## config.mk

```make
export PLATFORM = sky130hd
export DESIGN_NAME = joystick_calibrate_and_classify_core
export DESIGN_NICKNAME = d
export VERILOG_FILES = /design/src/design/jcc_pkg.sv /design/src/design/jcc_divider.sv /design/src/design/jcc_datapath.sv /design/src/design/jcc_controller.sv /design/src/design/joystick_calibrate_and_classify_core.sv
export SDC_FILE = /design/constraint.sdc
export NUM_CORES = 1
export LEC_CHECK = 0
export BUFFER_PORTS_ARGS = -buffer_cell sky130_fd_sc_hd__buf_2
export CORE_AREA = 2 2 179 252
export CTS_CLUSTER_DIAMETER = 120
export DETAILED_ROUTE_END_ITERATION = 8
export DIE_AREA = 0 0 181 254
export GPL_TIMING_DRIVEN = 0
export HOLD_SLACK_MARGIN = 0.12
export PLACE_DENSITY = 0.71
export SLEW_MARGIN = 20
export SYNTH_ARGS = -nofsm -noshare
export SYNTH_HDL_FRONTEND = slang
export SYNTH_SLANG_ARGS = --single-unit
```

## constraint.sdc

```tcl
create_clock -name clock -period 8.9 [get_ports clock]
set_input_delay 1.335 -clock clock [delete_from_list [all_inputs] [get_ports clock]]
set_output_delay 1.335 -clock clock [all_outputs]
set_load 0.01 [all_outputs]
```

## src/design/jcc_pkg.sv

```systemverilog
package jcc_pkg;

   // input item: one joystick sample
   typedef struct packed {
      logic [7:0] x_sample;
      logic [7:0] y_sample;
      logic       button_pressed;
   } req_item_type;

   // result item
   typedef struct packed {
      logic              calibrating;
      logic signed [7:0] x_percent;
      logic signed [7:0] y_percent;
      logic [14:0]       magnitude_squared;
      logic [2:0]        direction;
      logic              button;
      logic              range_flag;
   } rsp_item_type;

   // direction codes
   typedef enum logic [2:0] {
      DIR_NEUTRAL = 3'd0,
      DIR_LEFT    = 3'd1,
      DIR_UP      = 3'd2,
      DIR_RIGHT   = 3'd3,
      DIR_DOWN    = 3'd4
   } dir_type;

   // calibration phase
   typedef enum logic [1:0] {
      PH_CENTRE  = 2'd0,
      PH_CAPTURE = 2'd1,
      PH_RUN     = 2'd2
   } phase_type;

   // controller states
   typedef enum logic [2:0] {
      ST_IDLE    = 3'd0,
      ST_SETUP   = 3'd1,
      ST_START_X = 3'd2,
      ST_DIV_X   = 3'd3,
      ST_DIV_Y   = 3'd4,
      ST_SQUARE  = 3'd5,
      ST_RESULT  = 3'd6
   } state_type;

   // commands from controller to datapath
   typedef struct packed {
      logic capture;
      logic setup;
      logic div_start;
      logic div_sel_y;
      logic store_x;
      logic store_y;
      logic square;
      logic load_rsp;
   } cmd_type;

   // status from datapath to controller
   typedef struct packed {
      logic running;
      logic div_done;
   } sts_type;

   // per-axis operands prepared for the divider
   typedef struct packed {
      logic [14:0]       dividend;
      logic [7:0]        divisor;
      logic              neg;
      logic              sat;
      logic signed [7:0] sat_val;
   } axis_prep_type;

   localparam int DIV_STEPS = 7;
   localparam int QUOT_W    = 7;
   localparam int DIV_SHIFT = DIV_STEPS - 1;

   localparam logic signed [7:0] PCT_FULL     = 8'sd100;
   localparam logic signed [7:0] PCT_FULL_NEG = -8'sd100;
   localparam logic [14:0]       PCT_SCALE    = 15'd100;
   localparam logic [14:0]       PCT_CLAMP    = 15'd101;
   localparam logic [14:0]       MAG_MAX      = 15'd20000;

   localparam logic [7:0] HIGH_RESET = 8'd0;
   localparam logic [7:0] LOW_RESET  = 8'd255;

   localparam int          RADIUS_RESET = 80;
   localparam logic [16:0] LIM_RESET    = 17'((RADIUS_RESET + 1) * (RADIUS_RESET + 1));

endpackage

```

## src/design/jcc_divider.sv

```systemverilog
module jcc_divider (
   input  logic        clock,
   input  logic        reset,
   input  logic        start,
   input  logic [14:0] dividend,
   input  logic [7:0]  divisor,
   output logic [6:0]  quotient,
   output logic        done
);

   logic [2:0]  cnt_ff;
   logic        done_ff;
   logic [14:0] rem_ff;
   logic [13:0] dsh_ff;
   logic [6:0]  quot_ff;
   logic        fits;

   // one quotient bit per cycle, restoring
   assign fits = rem_ff >= {1'b0, dsh_ff};

   always_ff @(posedge clock) begin
      if (reset) begin
         cnt_ff  <= '0;
         done_ff <= 1'b0;
      end else begin
         done_ff <= !start && (cnt_ff == 3'd1);
         if (start) begin
            cnt_ff <= 3'(jcc_pkg::DIV_STEPS);
         end else if (cnt_ff != '0) begin
            cnt_ff <= cnt_ff - 3'd1;
         end
      end
   end

   // operand and partial remainder
   always_ff @(posedge clock) begin
      if (start) begin
         rem_ff  <= dividend;
         dsh_ff  <= {6'd0, divisor} << jcc_pkg::DIV_SHIFT;
         quot_ff <= '0;
      end else if (cnt_ff != '0) begin
         rem_ff  <= fits ? (rem_ff - {1'b0, dsh_ff}) : rem_ff;
         quot_ff <= {quot_ff[jcc_pkg::QUOT_W-2:0], fits};
         dsh_ff  <= dsh_ff >> 1;
      end
   end

   assign quotient = quot_ff;
   assign done     = done_ff;

   // done follows the last step of a run
   a_done_after_step: assert property (@(posedge clock) disable iff (reset)
      done_ff |-> $past(cnt_ff) == 3'd1 && !$past(start))
      else $error("divider done without a final step");

endmodule

```

## src/design/jcc_datapath.sv

```systemverilog
module jcc_datapath (
   input  logic                  clock,
   input  logic                  reset,
   input  jcc_pkg::cmd_type      cmd,
   output jcc_pkg::sts_type      sts,
   input  jcc_pkg::req_item_type req_data,
   input  logic                  csr_write,
   input  logic [7:0]            csr_data,
   output jcc_pkg::rsp_item_type rsp_data
);

   jcc_pkg::phase_type    phase_ff;
   jcc_pkg::req_item_type sample_ff;
   logic                  calib_ff;
   logic [7:0]            x_centre_ff, y_centre_ff;
   logic [7:0]            x_high_ff, x_low_ff, y_high_ff, y_low_ff;
   logic [16:0]           lim_ff;
   logic [16:0]           lim_in;
   logic [8:0]            radius_inc;
   jcc_pkg::axis_prep_type x_prep_ff, y_prep_ff;
   logic signed [7:0]     x_pct_ff, y_pct_ff;
   logic signed [7:0]     x_pct_in, y_pct_in;
   logic [13:0]           x_sq_ff, y_sq_ff;
   jcc_pkg::rsp_item_type rsp_ff;
   jcc_pkg::rsp_item_type rsp_in;
   logic [14:0]           div_dividend;
   logic [7:0]            div_divisor;
   logic [6:0]            quotient;
   logic                  div_done;
   logic [14:0]           mag_sum;
   jcc_pkg::dir_type      dir;

   // offset, span, sign and clamp decision for one axis
   function automatic jcc_pkg::axis_prep_type prep_axis(
      input logic [7:0] s,
      input logic [7:0] c,
      input logic [7:0] hi,
      input logic [7:0] lo
   );
      jcc_pkg::axis_prep_type p;
      logic signed [8:0] off;
      logic signed [8:0] span;
      logic [7:0]        abs_off;
      logic [7:0]        abs_span;
      logic [14:0]       limit;
      logic              zero;
      logic              big;
      off      = $signed({1'b0, s}) - $signed({1'b0, c});
      span     = (s > c) ? ($signed({1'b0, hi}) - $signed({1'b0, c}))
                         : ($signed({1'b0, c}) - $signed({1'b0, lo}));
      abs_off  = off[8] ? 8'(-off) : off[7:0];
      abs_span = span[8] ? 8'(-span) : span[7:0];
      p.dividend = {7'd0, abs_off} * jcc_pkg::PCT_SCALE;
      limit      = {7'd0, abs_span} * jcc_pkg::PCT_CLAMP;
      p.divisor  = abs_span;
      p.neg      = off[8] ^ span[8];
      zero       = (span == 9'sd0);
      big        = p.dividend >= limit;
      p.sat      = zero || big;
      if (zero) begin
         if (off > 9'sd0) begin
            p.sat_val = jcc_pkg::PCT_FULL;
         end else if (off < 9'sd0) begin
            p.sat_val = jcc_pkg::PCT_FULL_NEG;
         end else begin
            p.sat_val = 8'sd0;
         end
      end else begin
         p.sat_val = p.neg ? jcc_pkg::PCT_FULL_NEG : jcc_pkg::PCT_FULL;
      end
      return p;
   endfunction

   // signed percent from quotient or saturated value
   function automatic logic signed [7:0] axis_pct(
      input jcc_pkg::axis_prep_type p,
      input logic [6:0]             q
   );
      logic signed [7:0] qext;
      qext = $signed({1'b0, q});
      if (p.sat) begin
         return p.sat_val;
      end
      return p.neg ? -qext : qext;
   endfunction

   // absolute value of a percent, at most 100
   function automatic logic [6:0] pct_abs(input logic signed [7:0] v);
      return v[7] ? 7'(-v) : v[6:0];
   endfunction

   // sector classification with integer compares
   function automatic jcc_pkg::dir_type classify(
      input logic signed [7:0] x,
      input logic signed [7:0] y
   );
      logic signed [8:0] x9, y9, nx9, ny9;
      x9  = {x[7], x};
      y9  = {y[7], y};
      nx9 = -x9;
      ny9 = -y9;
      if (y9 > x9 && y9 >= nx9) begin
         return jcc_pkg::DIR_UP;
      end
      if (x9 >= y9 && x9 > ny9) begin
         return jcc_pkg::DIR_RIGHT;
      end
      if (y9 <= nx9 && y9 < x9) begin
         return jcc_pkg::DIR_DOWN;
      end
      return jcc_pkg::DIR_LEFT;
   endfunction

   // neutral radius kept as its squared threshold
   assign radius_inc = {1'b0, csr_data} + 9'd1;
   assign lim_in     = 17'({9'd0, radius_inc} * {9'd0, radius_inc});

   always_ff @(posedge clock) begin
      if (reset) begin
         lim_ff <= jcc_pkg::LIM_RESET;
      end else if (csr_write) begin
         lim_ff <= lim_in;
      end
   end

   // calibration state, updated when an item is taken
   always_ff @(posedge clock) begin
      if (reset) begin
         phase_ff    <= jcc_pkg::PH_CENTRE;
         x_centre_ff <= '0;
         y_centre_ff <= '0;
         x_high_ff   <= jcc_pkg::HIGH_RESET;
         y_high_ff   <= jcc_pkg::HIGH_RESET;
         x_low_ff    <= jcc_pkg::LOW_RESET;
         y_low_ff    <= jcc_pkg::LOW_RESET;
      end else if (cmd.capture) begin
         unique case (phase_ff)
            jcc_pkg::PH_CENTRE: begin
               x_centre_ff <= req_data.x_sample;
               y_centre_ff <= req_data.y_sample;
               phase_ff    <= jcc_pkg::PH_CAPTURE;
            end
            jcc_pkg::PH_CAPTURE: begin
               if (req_data.button_pressed) begin
                  phase_ff <= jcc_pkg::PH_RUN;
               end else begin
                  if (req_data.x_sample > x_high_ff) x_high_ff <= req_data.x_sample;
                  if (req_data.y_sample > y_high_ff) y_high_ff <= req_data.y_sample;
                  if (req_data.x_sample < x_low_ff) x_low_ff <= req_data.x_sample;
                  if (req_data.y_sample < y_low_ff) y_low_ff <= req_data.y_sample;
               end
            end
            default: begin
               phase_ff <= phase_ff;
            end
         endcase
      end
   end

   // sample and operand registers
   always_ff @(posedge clock) begin
      if (cmd.capture) begin
         sample_ff <= req_data;
         calib_ff  <= (phase_ff != jcc_pkg::PH_RUN);
      end
      if (cmd.setup) begin
         x_prep_ff <= prep_axis(sample_ff.x_sample, x_centre_ff, x_high_ff, x_low_ff);
         y_prep_ff <= prep_axis(sample_ff.y_sample, y_centre_ff, y_high_ff, y_low_ff);
      end
   end

   // shared divider, x axis first then y
   assign div_dividend = cmd.div_sel_y ? y_prep_ff.dividend : x_prep_ff.dividend;
   assign div_divisor  = cmd.div_sel_y ? y_prep_ff.divisor : x_prep_ff.divisor;

   jcc_divider u_divider (
      .clock    (clock),
      .reset    (reset),
      .start    (cmd.div_start),
      .dividend (div_dividend),
      .divisor  (div_divisor),
      .quotient (quotient),
      .done     (div_done)
   );

   // percent per axis, then squares
   assign x_pct_in = axis_pct(x_prep_ff, quotient);
   assign y_pct_in = axis_pct(y_prep_ff, quotient);

   always_ff @(posedge clock) begin
      if (cmd.store_x) begin
         x_pct_ff <= x_pct_in;
      end
      if (cmd.store_y) begin
         y_pct_ff <= y_pct_in;
      end
      if (cmd.square) begin
         x_sq_ff <= {7'd0, pct_abs(x_pct_ff)} * {7'd0, pct_abs(x_pct_ff)};
         y_sq_ff <= {7'd0, pct_abs(y_pct_ff)} * {7'd0, pct_abs(y_pct_ff)};
      end
   end

   // magnitude, direction and result assembly
   assign mag_sum = {1'b0, x_sq_ff} + {1'b0, y_sq_ff};
   assign dir     = ({2'd0, mag_sum} < lim_ff) ? jcc_pkg::DIR_NEUTRAL
                                               : classify(x_pct_ff, y_pct_ff);

   always_comb begin
      rsp_in = '0;
      if (calib_ff) begin
         rsp_in.calibrating = 1'b1;
      end else begin
         rsp_in.x_percent         = x_pct_ff;
         rsp_in.y_percent         = y_pct_ff;
         rsp_in.magnitude_squared = mag_sum;
         rsp_in.direction         = dir;
         rsp_in.button            = sample_ff.button_pressed;
         rsp_in.range_flag        = x_prep_ff.sat | y_prep_ff.sat;
      end
   end

   always_ff @(posedge clock) begin
      if (cmd.load_rsp) begin
         rsp_ff <= rsp_in;
      end
   end

   assign rsp_data     = rsp_ff;
   assign sts.running  = (phase_ff == jcc_pkg::PH_RUN);
   assign sts.div_done = div_done;

   // scaled percent never leaves the clamp range
   a_x_pct_range: assert property (@(posedge clock) disable iff (reset)
      cmd.store_x |=> (x_pct_ff <= jcc_pkg::PCT_FULL && x_pct_ff >= jcc_pkg::PCT_FULL_NEG))
      else $error("x percent out of range");

   a_y_pct_range: assert property (@(posedge clock) disable iff (reset)
      cmd.store_y |=> (y_pct_ff <= jcc_pkg::PCT_FULL && y_pct_ff >= jcc_pkg::PCT_FULL_NEG))
      else $error("y percent out of range");

   // magnitude of a running result stays within two full deflections
   a_mag_bound: assert property (@(posedge clock) disable iff (reset)
      (cmd.load_rsp && !calib_ff) |-> mag_sum <= jcc_pkg::MAG_MAX)
      else $error("magnitude beyond bound");

endmodule

```

## src/design/jcc_controller.sv

```systemverilog
module jcc_controller (
   input  logic             clock,
   input  logic             reset,
   input  logic             req_valid,
   output logic             req_ready,
   output logic             rsp_valid,
   input  logic             rsp_ready,
   input  jcc_pkg::sts_type sts,
   output jcc_pkg::cmd_type cmd
);

   jcc_pkg::state_type state_ff, state_in;
   logic               rsp_valid_ff, rsp_valid_in;
   logic               rsp_free;

   assign rsp_free = !rsp_valid_ff || rsp_ready;

   // next state
   always_comb begin
      state_in = state_ff;
      unique case (state_ff)
         jcc_pkg::ST_IDLE: begin
            if (req_valid) begin
               state_in = sts.running ? jcc_pkg::ST_SETUP : jcc_pkg::ST_RESULT;
            end
         end
         jcc_pkg::ST_SETUP: begin
            state_in = jcc_pkg::ST_START_X;
         end
         jcc_pkg::ST_START_X: begin
            state_in = jcc_pkg::ST_DIV_X;
         end
         jcc_pkg::ST_DIV_X: begin
            if (sts.div_done) state_in = jcc_pkg::ST_DIV_Y;
         end
         jcc_pkg::ST_DIV_Y: begin
            if (sts.div_done) state_in = jcc_pkg::ST_SQUARE;
         end
         jcc_pkg::ST_SQUARE: begin
            state_in = jcc_pkg::ST_RESULT;
         end
         jcc_pkg::ST_RESULT: begin
            if (rsp_free) state_in = jcc_pkg::ST_IDLE;
         end
         default: begin
            state_in = jcc_pkg::ST_IDLE;
         end
      endcase
   end

   // commands
   always_comb begin
      cmd       = '0;
      req_ready = 1'b0;
      unique case (state_ff)
         jcc_pkg::ST_IDLE: begin
            req_ready   = 1'b1;
            cmd.capture = req_valid;
         end
         jcc_pkg::ST_SETUP: begin
            cmd.setup = 1'b1;
         end
         jcc_pkg::ST_START_X: begin
            cmd.div_start = 1'b1;
         end
         jcc_pkg::ST_DIV_X: begin
            cmd.store_x   = sts.div_done;
            cmd.div_start = sts.div_done;
            cmd.div_sel_y = 1'b1;
         end
         jcc_pkg::ST_DIV_Y: begin
            cmd.store_y = sts.div_done;
         end
         jcc_pkg::ST_SQUARE: begin
            cmd.square = 1'b1;
         end
         jcc_pkg::ST_RESULT: begin
            cmd.load_rsp = rsp_free;
         end
         default: begin
            cmd = '0;
         end
      endcase
   end

   // output valid flag
   assign rsp_valid_in = cmd.load_rsp ? 1'b1 : (rsp_ready ? 1'b0 : rsp_valid_ff);

   always_ff @(posedge clock) begin
      if (reset) begin
         state_ff     <= jcc_pkg::ST_IDLE;
         rsp_valid_ff <= 1'b0;
      end else begin
         state_ff     <= state_in;
         rsp_valid_ff <= rsp_valid_in;
      end
   end

   assign rsp_valid = rsp_valid_ff;

   // one item in flight: no second accept right after one
   a_single_item: assert property (@(posedge clock) disable iff (reset)
      (req_valid && req_ready) |=> !req_ready)
      else $error("item accepted while another is in work");

   // a result is only loaded into a free output register
   a_load_free: assert property (@(posedge clock) disable iff (reset)
      cmd.load_rsp |-> (!rsp_valid_ff || rsp_ready))
      else $error("result overwrote a waiting item");

   // the x division ends before the y division starts
   a_div_order: assert property (@(posedge clock) disable iff (reset)
      (cmd.div_start && cmd.div_sel_y) |-> sts.div_done)
      else $error("y division started early");

endmodule

```

## src/design/joystick_calibrate_and_classify_core.sv

```systemverilog
// Joystick calibration and direction classifier.
// Input channel req_valid/req_ready/req_data carries one sample per item
// (x, y, button). Output channel rsp_valid/rsp_ready/rsp_data carries one
// result item per sample. csr_valid/csr_data writes the neutral radius;
// csr_ready is always high, and writes belong to idle periods.
// After reset the first sample sets the centre, later samples widen the
// per-axis extremes, and the first sample with the button held ends
// calibration. All of these give a result with calibrating set.
// A calibrating sample goes from accept straight to the result state.
// A running sample passes through setup, the x division, the y division
// and squaring before its result. Each axis goes through one shared
// restoring divider.
// Items are handled one at a time. The result waits in an output register,
// so a new item is taken while the receiver stalls; that item then holds
// in its final step until the output register frees.
// Reset clears the calibration, sets the radius to 80 and empties the
// output register.
module joystick_calibrate_and_classify_core (
   input  logic                  clock,
   input  logic                  reset,
   input  logic                  req_valid,
   output logic                  req_ready,
   input  jcc_pkg::req_item_type req_data,
   output logic                  rsp_valid,
   input  logic                  rsp_ready,
   output jcc_pkg::rsp_item_type rsp_data,
   input  logic                  csr_valid,
   output logic                  csr_ready,
   input  logic [7:0]            csr_data
);

   jcc_pkg::cmd_type cmd;
   jcc_pkg::sts_type sts;

   assign csr_ready = 1'b1;

   jcc_controller u_controller (
      .clock     (clock),
      .reset     (reset),
      .req_valid (req_valid),
      .req_ready (req_ready),
      .rsp_valid (rsp_valid),
      .rsp_ready (rsp_ready),
      .sts       (sts),
      .cmd       (cmd)
   );

   jcc_datapath u_datapath (
      .clock     (clock),
      .reset     (reset),
      .cmd       (cmd),
      .sts       (sts),
      .req_data  (req_data),
      .csr_write (csr_valid && csr_ready),
      .csr_data  (csr_data),
      .rsp_data  (rsp_data)
   );

endmodule
```

==> metrics.txt, run 1 <==
# TYPE chip_impl_metric gauge
chip_impl_info{name="status",value="complete, no violations"} 1
chip_impl_metric{name="timing.final.crit_share",unit=""} 0.877
chip_impl_metric{name="areaGrowthSynthToFinish",unit="%"} 8.73
chip_impl_metric{name="globalplace.congestion",unit=""} 0.922
chip_impl_metric{name="final_hold_viol_count",unit=""} 0
chip_impl_metric{name="yosysTopAreaCellShare",unit=""} 0.217
chip_impl_metric{name="crit_arrival",unit="ns"} 8.09
chip_impl_metric{name="antenna_violations_before_repair",unit=""} 1
chip_impl_metric{name="layout-drive-gt1-share",unit=""} 0.0630
chip_impl_metric{name="yosys_warnings",unit=""} 0
chip_impl_info{name="regToRegEndpoint",value="u_datapath.x_prep_ff[8]"} 1
chip_impl_metric{name="design.core.area",unit="sq um"} 43700
chip_impl_metric{name="ant_nets",unit=""} 0
chip_impl_metric{name="global_route.usage.total",unit=""} 0.249
chip_impl_metric{name="dieArea",unit="sq um"} 46000
chip_impl_info{name="rsz0062_at_grt",value="false"} 1
chip_impl_metric{name="synthesis.area",unit="sq um"} 23800
chip_impl_metric{name="tritoncts_buffer_count",unit=""} 28
chip_impl_metric{name="crit_buf_inv",unit=""} 6
chip_impl_metric{name="first_global_vias",unit=""} 19200
chip_impl_metric{name="critPathRequiredTime",unit="ns"} 9.18
chip_impl_metric{name="slew_violations",unit=""} 0
chip_impl_metric{name="drt-pass1-iter-count",unit=""} 5
chip_impl_metric{name="die_h",unit="um"} 254
chip_impl_info{name="worst_min_path_class",value="reg2reg"} 1
chip_impl_info{name="cts_root_buf",value="sky130_fd_sc_hd__clkbuf_16"} 1
chip_impl_metric{name="sequential_fraction_of_the_synthesis_area",unit=""} 0.290
chip_impl_metric{name="wl_per_cell",unit="um"} 17.7
chip_impl_metric{name="rows",unit=""} 91
chip_impl_info{name="r2r-start",value="u_datapath.x_centre_ff[0]"} 1
chip_impl_metric{name="grt_pass1_wl",unit="um"} 92600
chip_impl_info{name="cts_tree",value="built"} 1
chip_impl_info{name="yosys-top-cells-area",value="sky130_fd_sc_hd__edfxtp_1 22%, sky130_fd_sc_hd__ha_1 21%, sky130_fd_sc_hd__dfxtp_1 7.3%, sky130_fd_sc_hd__fa_1 7.0%, sky130_fd_sc_hd__xnor2_1 4.5%"} 1
chip_impl_info{name="slowest_stage",value="sky130_fd_sc_hd__a221oi_1"} 1
chip_impl_metric{name="postRouteWirelength",unit="um"} 57500
chip_impl_metric{name="routed-via-count",unit=""} 18800
chip_impl_metric{name="drt_iter0_drc",unit=""} 911
chip_impl_metric{name="clk-insertion-delay-late",unit="ns"} 0.56
chip_impl_metric{name="place_hpwl",unit="um"} 47300
chip_impl_metric{name="yosysUniqueCellTypes",unit=""} 86
chip_impl_metric{name="ctsLongestPathBuffers",unit=""} 3
chip_impl_metric{name="cts.repair.resized",unit=""} 0
chip_impl_metric{name="clkSinkCount",unit=""} 259
chip_impl_info{name="critPathCaptureType",value="flip-flop"} 1
chip_impl_metric{name="synth-edff-count",unit=""} 172
chip_impl_metric{name="synth-xor-area-share",unit=""} 0.0734
chip_impl_info{name="synth_common_cells",value="396 x sky130_fd_sc_hd__ha_1, 273 x sky130_fd_sc_hd__inv_1, 234 x sky130_fd_sc_hd__nor2_1"} 1
chip_impl_metric{name="detail_route.drc_violations",unit=""} 0
chip_impl_metric{name="place.detailed.instances",unit=""} 3190
chip_impl_metric{name="synth_cells",unit=""} 2554
chip_impl_metric{name="antenna_cells",unit=""} 0
chip_impl_metric{name="filler_cell_count",unit=""} 3858
chip_impl_metric{name="synth-simple-area-share",unit=""} 0.138
chip_impl_metric{name="worstMarginPinSlew",unit="ns"} 1.09
chip_impl_info{name="postSynth.topFlopCell",value="sky130_fd_sc_hd__edfxtp_1"} 1
chip_impl_metric{name="share_of_the_synthesized_area_in_compound_gates_ao_oa_aoi_oai",unit=""} 0.140
chip_impl_metric{name="pin_count_of_the_biggest_net_entering_global_routing",unit=""} 27
chip_impl_metric{name="final.setup.tns",unit="ns"} 0
chip_impl_metric{name="avgViaCountPerCell",unit=""} 5.80
chip_impl_metric{name="achievable-frequency",unit="GHz"} 0.128
chip_impl_metric{name="finish.cell_count_without_fillers",unit=""} 3242
chip_impl_metric{name="die_width",unit="um"} 181
chip_impl_metric{name="finalWorstPathRequiredPeriod",unit="ns"} 7.80
chip_impl_metric{name="post_cts_buffers",unit=""} 0
chip_impl_info{name="criticalPathCategory",value="reg2reg"} 1
chip_impl_metric{name="synthAdderAreaFrac",unit=""} 0.278
chip_impl_metric{name="htree_levels",unit=""} 1
chip_impl_metric{name="multi_input_area",unit="sq um"} 15700
chip_impl_metric{name="clk_pin_slew_worst_paths",unit="ns"} 0.06
chip_impl_metric{name="total_of_buffers_placed_on_input_and_output_ports",unit=""} 66
chip_impl_metric{name="seqCellArea",unit="sq um"} 6910
chip_impl_metric{name="ios",unit=""} 70
chip_impl_metric{name="synth-seq-cells",unit=""} 259
chip_impl_info{name="path_delay_family",value="compound AO/OA/AOI/OAI gates"} 1
chip_impl_metric{name="initial_core_util",unit=""} 0.545
chip_impl_info{name="largest_family_of_logic_cells_by_synthesized_area",value="adder cells"} 1
chip_impl_info{name="worst_path_most_repeated_cell",value="sky130_fd_sc_hd__ha_1"} 1
chip_impl_metric{name="delay_contributed_by_the_slowest_stage_of_the_critical_path",unit="ns"} 0.86
chip_impl_metric{name="worst_clock_skew",unit="ns"} 0.0226
chip_impl_info{name="startpoint_type",value="flip-flop"} 1
chip_impl_info{name="synth_largest_area_cell",value="sky130_fd_sc_hd__edfxtp_1"} 1
chip_impl_metric{name="post_cts_hold_buffer_count",unit=""} 0
chip_impl_metric{name="timing.max_cap.violations",unit=""} 0
chip_impl_metric{name="muxShareOfSynthArea",unit=""} 0.0271
chip_impl_metric{name="r2r_setup_slack",unit="ns"} 1.10
chip_impl_metric{name="crit_fanout",unit=""} 7
chip_impl_metric{name="worst_slew_margin_rel",unit=""} 0.267
chip_impl_metric{name="grt_remaining_overflow",unit=""} 0
chip_impl_metric{name="finalSetupViolCount",unit=""} 0
chip_impl_info{name="synth_most_common_cell",value="sky130_fd_sc_hd__ha_1"} 1
chip_impl_info{name="hold-path-endpoint",value="u_datapath.u_divider.dsh_ff[5]"} 1
chip_impl_info{name="min_from",value="u_datapath.u_divider.dsh_ff[5]"} 1
chip_impl_metric{name="postSynthAreaPerCell",unit="sq um"} 9.33
chip_impl_metric{name="async_flop_share",unit=""} 0
chip_impl_metric{name="worst_r2r_path_depth",unit=""} 30
chip_impl_metric{name="holdPathStages",unit=""} 2
chip_impl_metric{name="finalNetCount",unit=""} 3171
[worst max-delay path by stage]
stage / startpoint / endpoint / slack [ns] / cells after the start
2_1_floorplan: u_datapath.y_centre_ff[1] / u_datapath.y_prep_ff[8] / 2.34 / 28
3_3_place_gp: u_datapath.x_centre_ff[0] / u_datapath.x_prep_ff[8] / 1.24 / 29
3_5_place_dp: u_datapath.x_centre_ff[0] / u_datapath.x_prep_ff[8] / 1.26 / 29
4_1_cts: u_datapath.x_centre_ff[0] / u_datapath.x_prep_ff[8] / 1.20 / 26
5_1_grt: u_datapath.x_centre_ff[0] / u_datapath.x_prep_ff[8] / 0.74 / 29
6_report: u_datapath.x_centre_ff[0] / u_datapath.x_prep_ff[8] / 1.10 / 30
[per-layer routing]
metal	up-vias	global-route usage	wire length (um)
met3	164	0.0196	1730
met4	2	0.117	2700
met2	382	0.497	31100
met1	9075	0.261	21900
li1	9166	-	-
met5	-	0	13
[cell usage in the layout, fill, tap and decap left out, drive strengths merged, types with 20 or more instances in the layout]
cell type | Yosys | layout
ha | 396 | 396
inv | 273 | 273
nor2 | 235 | 235
nor3 | 51 | 51
a21oi | 162 | 162
xor2 | 75 | 75
buf | 10 | 84
nand4 | 23 | 23
o21a | 25 | 25
nand2b | 24 | 24
o21bai | 20 | 20
edfxtp | 172 | 172
nand3 | 47 | 47
o21ai | 95 | 95
o211ai | 36 | 36
xnor2 | 123 | 123
nand2 | 196 | 196
mux2i | 55 | 55
nor2b | 55 | 55
fa | 83 | 83
dfxtp | 87 | 87
clkbuf | 46 | 82
a21o | 54 | 54
[stage by stage]
| stage | hold slack, ns | worst slack (ns) | util | instance area [sq um] |
|---|---|---|---|---|
| floorplan | 0.436 | 2.34 | - | 23800 |
| global placement | 0.447 | 1.24 | 0.569 | 24900 |
| detailed placement | 0.465 | 1.26 | 0.571 | 25000 |
| CTS | 0.471 | 1.20 | 0.592 | 25900 |
| global route | 0.487 | 0.736 | 0.592 | 25900 |
| finish | 0.472 | 1.10 | 0.592 | 25900 |
[registers in the layout (all words and copies together), names as in the netlist, 13 cells and up]
name / cells
u_datapath.rsp_data: 37
u_datapath.x_prep_ff: 26
u_datapath.y_prep_ff: 26
u_datapath.sample_ff: 17
u_datapath.lim_ff: 16
u_datapath.u_divider.rem_ff: 15
u_datapath.u_divider.dsh_ff: 14
u_datapath.x_sq_ff: 13
u_datapath.y_sq_ff: 13
[worst min-delay path, delay by kind of cell (launching register included)]
family | cells | cell delay [ns]
compound gates | 1 | 0.05
flops | 1 | 0.32
simple gates | 1 | 0.06
[final cells by class]
type                       count  share of cell area
clock inverter                16             0.00638
tap                          558              0.0270
timing repair buffer          74              0.0160
multi-input combinational   1969               0.607
buffer                        56             0.00865
inverter                     274              0.0397
sequential                   259               0.267
clock buffer                  36              0.0290
[cell families (layout without fill, tap and decap cells)]
family                     Yosys count  after routing
DFF                                259            259
adders and majority gates          479            479
and+or+nand+nor                    711            711
other                                2              6
muxes                               62             62
AOI/OAI and AO/OA                  513            513
xor gates and xnor gates           198            198
buffers and inverters              330            456
Power of run 1 is not shown: default switching activity piles up to over one toggle a cycle in this logic, so the estimate is an artifact.
==> inputs of run 2 (changes only) <==
--- a/config.mk
+++ b/config.mk
@@ -5,11 +5,12 @@
 export SDC_FILE = /design/constraint.sdc
 export NUM_CORES = 1
 export LEC_CHECK = 0
+export ABC_AREA = 1
 export BUFFER_PORTS_ARGS = -buffer_cell sky130_fd_sc_hd__buf_2
-export CORE_AREA = 2 2 179 252
+export CORE_AREA = 2 2 180 252
 export CTS_CLUSTER_DIAMETER = 120
 export DETAILED_ROUTE_END_ITERATION = 8
-export DIE_AREA = 0 0 181 254
+export DIE_AREA = 0 0 182 254
 export GPL_TIMING_DRIVEN = 0
 export HOLD_SLACK_MARGIN = 0.12
 export PLACE_DENSITY = 0.71
==> run 2 against run 1 <==
Net effect: global-route usage decreased by 0.27 points; via count increased by 4.3%; first-iteration DRC count increased by 15%; die area increased by 0.55%; worst setup slack improved by 0.93 ns; largest cell class unchanged; highest routed layer is now met4.
==> metrics.txt, run 2 <==
# TYPE chip_impl_metric gauge
chip_impl_metric{name="die_width",unit="um"} 182
chip_impl_metric{name="finalNetCount",unit=""} 3496
chip_impl_metric{name="clk-insertion-delay-late",unit="ns"} 0.56
chip_impl_metric{name="drt_iter0_drc",unit=""} 1047
chip_impl_metric{name="postSynthAreaPerCell",unit="sq um"} 8.29
chip_impl_info{name="hold-path-endpoint",value="u_datapath.lim_ff[2]"} 1
chip_impl_metric{name="die_h",unit="um"} 254
chip_impl_metric{name="synthesis.area",unit="sq um"} 23900
chip_impl_metric{name="global_route.usage.total",unit=""} 0.246
chip_impl_metric{name="worstMarginPinSlew",unit="ns"} 0.884
chip_impl_metric{name="ant_nets",unit=""} 0
chip_impl_metric{name="async_flop_share",unit=""} 0
chip_impl_metric{name="globalplace.congestion",unit=""} 0.912
chip_impl_metric{name="synth-edff-count",unit=""} 172
chip_impl_metric{name="yosysUniqueCellTypes",unit=""} 61
chip_impl_metric{name="areaGrowthSynthToFinish",unit="%"} 8.98
chip_impl_metric{name="post_cts_buffers",unit=""} 0
chip_impl_metric{name="slew_violations",unit=""} 0
chip_impl_metric{name="clk_pin_slew_worst_paths",unit="ns"} 0.07
chip_impl_metric{name="htree_levels",unit=""} 1
chip_impl_metric{name="first_global_vias",unit=""} 19600
chip_impl_info{name="criticalPathCategory",value="reg2reg"} 1
chip_impl_metric{name="rows",unit=""} 91
chip_impl_metric{name="grt_pass1_wl",unit="um"} 92300
chip_impl_metric{name="ios",unit=""} 70
chip_impl_metric{name="timing.max_cap.violations",unit=""} 0
chip_impl_metric{name="grt_remaining_overflow",unit=""} 0
chip_impl_info{name="startpoint_type",value="flip-flop"} 1
chip_impl_metric{name="crit_arrival",unit="ns"} 7.16
chip_impl_metric{name="largest_reg_flops",unit=""} 37
chip_impl_metric{name="initial_core_util",unit=""} 0.544
chip_impl_metric{name="final_cell_area",unit="sq um"} 26100
chip_impl_metric{name="ctsLongestPathBuffers",unit=""} 3
chip_impl_info{name="final_cell_mix",value="479 x sky130_fd_sc_hd__nand2_1, 472 x sky130_fd_sc_hd__inv_1, 396 x sky130_fd_sc_hd__ha_1"} 1
chip_impl_metric{name="timing.final.crit_share",unit=""} 0.773
chip_impl_info{name="min_from",value="u_datapath.lim_ff[2]"} 1
chip_impl_info{name="worst_path_most_repeated_cell",value="sky130_fd_sc_hd__ha_1"} 1
chip_impl_metric{name="final.setup.tns",unit="ns"} 0
chip_impl_metric{name="tritoncts_buffer_count",unit=""} 27
chip_impl_metric{name="detail_route.drc_violations",unit=""} 0
chip_impl_metric{name="layout-drive-gt1-share",unit=""} 0.0722
chip_impl_metric{name="critPathRequiredTime",unit="ns"} 9.18
chip_impl_metric{name="final_hold_viol_count",unit=""} 0
chip_impl_metric{name="sequential_fraction_of_the_synthesis_area",unit=""} 0.289
chip_impl_metric{name="dieArea",unit="sq um"} 46200
chip_impl_metric{name="delay_contributed_by_the_slowest_stage_of_the_critical_path",unit="ns"} 0.55
chip_impl_metric{name="avgViaCountPerCell",unit=""} 5.50
chip_impl_metric{name="worst_slew_margin_rel",unit=""} 0.410
chip_impl_info{name="cts_root_buf",value="sky130_fd_sc_hd__clkbuf_16"} 1
chip_impl_metric{name="worst_r2r_path_depth",unit=""} 33
chip_impl_metric{name="postRouteWirelength",unit="um"} 56300
chip_impl_metric{name="worst_clock_skew",unit="ns"} 0.0155
chip_impl_info{name="yosys-top-cells-area",value="sky130_fd_sc_hd__edfxtp_1 22%, sky130_fd_sc_hd__ha_1 21%, sky130_fd_sc_hd__nand2_1 7.5%, sky130_fd_sc_hd__inv_1 7.4%, sky130_fd_sc_hd__dfxtp_1 7.3%"} 1
chip_impl_metric{name="drt-pass1-iter-count",unit=""} 5
chip_impl_info{name="postSynth.topFlopCell",value="sky130_fd_sc_hd__edfxtp_1"} 1
chip_impl_metric{name="place_hpwl",unit="um"} 46500
chip_impl_info{name="synth_most_common_cell",value="sky130_fd_sc_hd__nand2_1"} 1
chip_impl_metric{name="design.core.area",unit="sq um"} 43900
chip_impl_info{name="cts_tree",value="built"} 1
chip_impl_metric{name="crit_fanout",unit=""} 10
chip_impl_metric{name="yosysTopAreaCellShare",unit=""} 0.216
chip_impl_info{name="synth_common_cells",value="479 x sky130_fd_sc_hd__nand2_1, 472 x sky130_fd_sc_hd__inv_1, 396 x sky130_fd_sc_hd__ha_1"} 1
chip_impl_metric{name="antenna_violations_before_repair",unit=""} 1
chip_impl_metric{name="achievable-frequency",unit="GHz"} 0.145
chip_impl_info{name="status",value="complete, no violations"} 1
chip_impl_info{name="regToRegEndpoint",value="u_datapath.x_prep_ff[8]"} 1
chip_impl_info{name="critPathCaptureType",value="flip-flop"} 1
chip_impl_metric{name="total_of_buffers_placed_on_input_and_output_ports",unit=""} 68
chip_impl_info{name="worst_min_path_class",value="reg2reg"} 1
chip_impl_metric{name="r2r_setup_slack",unit="ns"} 2.02
chip_impl_info{name="mostFrequentLayoutCell",value="sky130_fd_sc_hd__nand2_1"} 1
chip_impl_metric{name="synth-seq-cells",unit=""} 259
chip_impl_metric{name="synth_cells",unit=""} 2883
chip_impl_metric{name="finalSetupViolCount",unit=""} 0
chip_impl_metric{name="yosys_warnings",unit=""} 0
chip_impl_metric{name="postPlaceCellArea",unit="sq um"} 25100
chip_impl_metric{name="routed-via-count",unit=""} 19600
chip_impl_metric{name="post_cts_hold_buffer_count",unit=""} 0
chip_impl_metric{name="holdPathStages",unit=""} 2
chip_impl_metric{name="finalWorstPathRequiredPeriod",unit="ns"} 6.88
chip_impl_info{name="r2r-start",value="u_datapath.x_centre_ff[6]"} 1
chip_impl_metric{name="wl_per_cell",unit="um"} 15.8
chip_impl_metric{name="cts.repair.resized",unit=""} 0
chip_impl_metric{name="pin_count_of_the_biggest_net_entering_global_routing",unit=""} 29
chip_impl_info{name="rsz0062_at_grt",value="false"} 1
chip_impl_info{name="synth_largest_area_cell",value="sky130_fd_sc_hd__edfxtp_1"} 1
chip_impl_metric{name="clkSinkCount",unit=""} 259
chip_impl_info{name="slowest_stage",value="sky130_fd_sc_hd__xnor2_1"} 1
-- run 2: cell types whose count changed after synthesis, moves of 22 or more --
| cell | change |
|---|---|
| sky130_fd_sc_hd__xor2_1 | +30 |
| sky130_fd_sc_hd__nand3_1 | +69 |
| sky130_fd_sc_hd__nor2_1 | -25 |
| sky130_fd_sc_hd__nand2_2 | +22 |
| sky130_fd_sc_hd__inv_1 | +199 |
| sky130_fd_sc_hd__a21o_1 | -38 |
| sky130_fd_sc_hd__o21ai_0 | +57 |
| sky130_fd_sc_hd__xnor2_1 | -72 |
| sky130_fd_sc_hd__nand2_1 | +283 |
| sky130_fd_sc_hd__mux2i_1 | -53 |
| sky130_fd_sc_hd__nand2b_1 | -24 |
| sky130_fd_sc_hd__nor3_1 | -25 |
| sky130_fd_sc_hd__nor2b_1 | -55 |
| sky130_fd_sc_hd__a21oi_1 | +75 |
-- run 2: through the flow --
step           worst slack, ns  hold slack [ns]  std cells  utilization
2_1_floorplan             2.90            0.424       2887            -
3_3_place_gp              2.16            0.452       3513        0.568
3_5_place_dp              2.11            0.457       3516        0.570
4_1_cts                   2.09            0.468       3565        0.593
5_1_grt                   1.44            0.495       3565        0.593
6_report                  2.02            0.469       3566        0.593
-- run 2: how the worst max path moves through the flow --
stage / to / cells past startpoint / start
global route: u_datapath.x_prep_ff[8] / 33 / u_datapath.x_centre_ff[6]
detailed placement: u_datapath.lim_ff[14] / 25 / csr_data[1]
global placement: u_datapath.x_prep_ff[8] / 33 / u_datapath.x_centre_ff[6]
CTS: u_datapath.y_prep_ff[8] / 33 / u_datapath.y_centre_ff[1]
finish: u_datapath.x_prep_ff[8] / 33 / u_datapath.x_centre_ff[6]
floorplan: u_datapath.lim_ff[14] / 24 / csr_data[0]
-- run 2: cell families (layout without fill, tap and decap cells) --
| group | after synthesis | in the layout | synth area share |
|---|---|---|---|
| adders and majority gates | 479 | 479 | 0.277 |
| buffers and inverters | 540 | 660 | 0.0870 |
| other | 2 | 7 | 0.000314 |
| and+or+nand+nor | 945 | 945 | 0.172 |
| DFF | 259 | 259 | 0.289 |
| AOI/OAI and AO/OA | 503 | 503 | 0.117 |
| xor gates and xnor gates | 155 | 155 | 0.0576 |
-- run 2: layer usage --
| metal | part of all wire | GRT usage | routed length (um) | vias to the layer above |
|---|---|---|---|---|
| li1 | - | - | - | 9793 |
| met1 | 0.38 | 0.260 | 21600 | 9206 |
| met2 | 0.53 | 0.479 | 29700 | 434 |
| met3 | 0.034 | 0.0215 | 1910 | 164 |
| met4 | 0.055 | 0.132 | 3080 | 0 |
| met5 | 0 | 0 | 0 | - |
-- run 2: final cells by class --
type,instances,area (sq um)
Fill cell,3895,17900
Multi-Input combinational cell,2088,15000
Sequential cell,259,6910
Inverter,489,1840
Clock buffer,31,764
Tap cell,558,698
Timing Repair Buffer,71,410
Buffer,51,243
Clock inverter,18,230
Antenna cell,1,2.50
-- run 2: critical path, delay by kind of cell (launching register included) --
kind	cells	cell delay, ns
AOI/OAI and AO/OA	7	1.22
buffers and inverters	5	0.57
xor gates and xnor gates	2	0.72
adders and majority gates	7	2.37
DFF	1	0.33
and+or+nand+nor	12	1.40
Power of run 2 is left out for the same reason.
==> inputs of run 3 (changes only) <==
==> constraint.sdc (replaced) <==
create_clock -name clock -period 7.05 [get_ports clock]
set_input_delay 1.0575 -clock clock [delete_from_list [all_inputs] [get_ports clock]]
set_output_delay 1.0575 -clock clock [all_outputs]
set_load 0.01 [all_outputs]
==> run 3 against run 2 <==
Net effect: sequential cell count stayed put; clock-buffer cell count unchanged; routed wire length hardly changed; worst setup slack got worse by 1.6 ns; non-clock buffer count rose by 2; sequential share of layout area barely moved; die area unchanged; global-route usage is the same; via count fell by 0.13%; critical path type unchanged; critical endpoint unchanged; highest routed layer unchanged.
==> metrics.txt, run 3 (synthesis gave the netlist of run 2 again) <==
# TYPE chip_impl_metric gauge
chip_impl_metric{name="holdPathStages",unit=""} 2
chip_impl_metric{name="first_global_vias",unit=""} 19600
chip_impl_info{name="rsz0062_at_grt",value="false"} 1
chip_impl_metric{name="antenna_violations_before_repair",unit=""} 1
chip_impl_info{name="worst_min_path_class",value="reg2reg"} 1
chip_impl_metric{name="delay_contributed_by_the_slowest_stage_of_the_critical_path",unit="ns"} 0.46
chip_impl_info{name="min_from",value="u_datapath.lim_ff[2]"} 1
chip_impl_metric{name="finalNetCount",unit=""} 3498
chip_impl_metric{name="die_width",unit="um"} 182
chip_impl_metric{name="postRouteWirelength",unit="um"} 56300
chip_impl_info{name="r2r-start",value="u_datapath.x_centre_ff[6]"} 1
chip_impl_metric{name="rows",unit=""} 91
chip_impl_info{name="slowest_stage",value="sky130_fd_sc_hd__fa_1"} 1
chip_impl_metric{name="design.core.area",unit="sq um"} 43900
chip_impl_info{name="critPathCaptureType",value="flip-flop"} 1
chip_impl_metric{name="ctsLongestPathBuffers",unit=""} 3
chip_impl_metric{name="initial_core_util",unit=""} 0.544
chip_impl_metric{name="largest_reg_flops",unit=""} 37
chip_impl_metric{name="finalSetupViolCount",unit=""} 0
chip_impl_metric{name="crit_fanout",unit=""} 6
chip_impl_metric{name="drt_iter0_drc",unit=""} 1036
chip_impl_metric{name="grt_remaining_overflow",unit=""} 0
chip_impl_metric{name="tritoncts_buffer_count",unit=""} 27
chip_impl_metric{name="final_hold_viol_count",unit=""} 0
chip_impl_metric{name="detail_route.drc_violations",unit=""} 0
chip_impl_metric{name="clk_pin_slew_worst_paths",unit="ns"} 0.07
chip_impl_metric{name="worst_clock_skew",unit="ns"} 0.0159
chip_impl_info{name="cts_root_buf",value="sky130_fd_sc_hd__clkbuf_16"} 1
chip_impl_info{name="cts_tree",value="built"} 1
chip_impl_metric{name="place_hpwl",unit="um"} 46500
chip_impl_metric{name="slew_violations",unit=""} 0
chip_impl_metric{name="pin_count_of_the_biggest_net_entering_global_routing",unit=""} 29
chip_impl_metric{name="finalWorstPathRequiredPeriod",unit="ns"} 6.63
chip_impl_metric{name="timing.final.crit_share",unit=""} 0.940
chip_impl_metric{name="crit_arrival",unit="ns"} 6.91
chip_impl_metric{name="drt-pass1-iter-count",unit=""} 5
chip_impl_metric{name="clk-insertion-delay-late",unit="ns"} 0.56
chip_impl_metric{name="dieArea",unit="sq um"} 46200
chip_impl_metric{name="worst_r2r_path_depth",unit=""} 34
chip_impl_metric{name="ant_nets",unit=""} 0
chip_impl_metric{name="achievable-frequency",unit="GHz"} 0.151
chip_impl_metric{name="htree_levels",unit=""} 1
chip_impl_info{name="mostFrequentLayoutCell",value="sky130_fd_sc_hd__nand2_1"} 1
chip_impl_metric{name="grt_pass1_wl",unit="um"} 92300
chip_impl_metric{name="routed-via-count",unit=""} 19600
chip_impl_metric{name="critPathRequiredTime",unit="ns"} 7.33
chip_impl_metric{name="clkSinkCount",unit=""} 259
chip_impl_metric{name="avgViaCountPerCell",unit=""} 5.49
chip_impl_metric{name="worstMarginPinSlew",unit="ns"} 0.874
chip_impl_info{name="criticalPathCategory",value="reg2reg"} 1
chip_impl_info{name="status",value="complete, no violations"} 1
chip_impl_metric{name="wl_per_cell",unit="um"} 15.8
chip_impl_info{name="final_cell_mix",value="479 x sky130_fd_sc_hd__nand2_1, 471 x sky130_fd_sc_hd__inv_1, 396 x sky130_fd_sc_hd__ha_1"} 1
chip_impl_metric{name="global_route.usage.total",unit=""} 0.246
chip_impl_metric{name="worst_slew_margin_rel",unit=""} 0.411
chip_impl_metric{name="total_of_buffers_placed_on_input_and_output_ports",unit=""} 68
chip_impl_metric{name="ios",unit=""} 70
chip_impl_info{name="timing.critical_path.from",value="u_datapath.x_centre_ff[6]"} 1
chip_impl_metric{name="areaGrowthSynthToFinish",unit="%"} 9.18
chip_impl_metric{name="globalplace.congestion",unit=""} 0.912
chip_impl_info{name="startpoint_type",value="flip-flop"} 1
chip_impl_metric{name="layout-drive-gt1-share",unit=""} 0.0741
chip_impl_metric{name="die_h",unit="um"} 254
chip_impl_metric{name="timing.max_cap.violations",unit=""} 0
chip_impl_metric{name="final.setup.tns",unit="ns"} 0
[run 3: worst max-delay path: cells and delay by family (launching register included)]
family | cells | cell delay [ns]
AND/OR/NAND/NOR | 13 | 1.41
AO/OA/AOI/OAI | 8 | 1.34
XOR/XNOR | 2 | 0.38
buffers and inverters | 4 | 0.47
adder cells (fa/ha/maj) | 7 | 2.42
flip-flops | 1 | 0.33
[run 3: stage by stage]
| step | hold slack, ns | util | setup WS [ns] | instances | instance area (sq um) |
|---|---|---|---|---|---|
| floorplan | 0.424 | - | 1.27 | 2887 | 23900 |
| global placement | 0.452 | 0.568 | 0.312 | 3513 | 25000 |
| detailed placement | 0.457 | 0.570 | 0.281 | 3516 | 25100 |
| CTS | 0.468 | 0.593 | 0.241 | 3565 | 26000 |
| global route | 0.495 | 0.594 | 0.00366 | 3567 | 26100 |
| finish | 0.469 | 0.594 | 0.424 | 3568 | 26100 |
[run 3: final cells by class]
class	instances	area, sq um
buffer	51	243
sequential	259	6910
timing repair buffer	73	425
multi-input combinational	2088	15000
inverter	489	1840
tap	558	698
fill	3888	17900
clock buffer	31	764
clock inverter	18	230
antenna	1	2.50
[run 3: final timing paths]
path,end,slack (ns)
worst min-delay path,u_datapath.lim_ff[2],0.47
worst min register to register,u_datapath.lim_ff[2],0.47
worst max-delay path,u_datapath.x_prep_ff[8],0.42
worst max register to register,u_datapath.x_prep_ff[8],0.42
[run 3: repair_timing]
action | in CTS | in global routing
setup buffers | 0 | 2
setup endpoints to repair | 0 | 2
gates resized for setup | 0 | 7
hold buffers | 0 | 0
[run 3: routing by layer]
| metal | global-route usage | wire length, um | vias to the layer above |
|---|---|---|---|
| met5 | 0 | 0 | - |
| met4 | 0.132 | 3050 | 0 |
| met3 | 0.0215 | 1880 | 159 |
| met2 | 0.479 | 29700 | 418 |
| met1 | 0.260 | 21600 | 9199 |
| li1 | - | - | 9796 |
Power of run 3 is left out for the same reason.
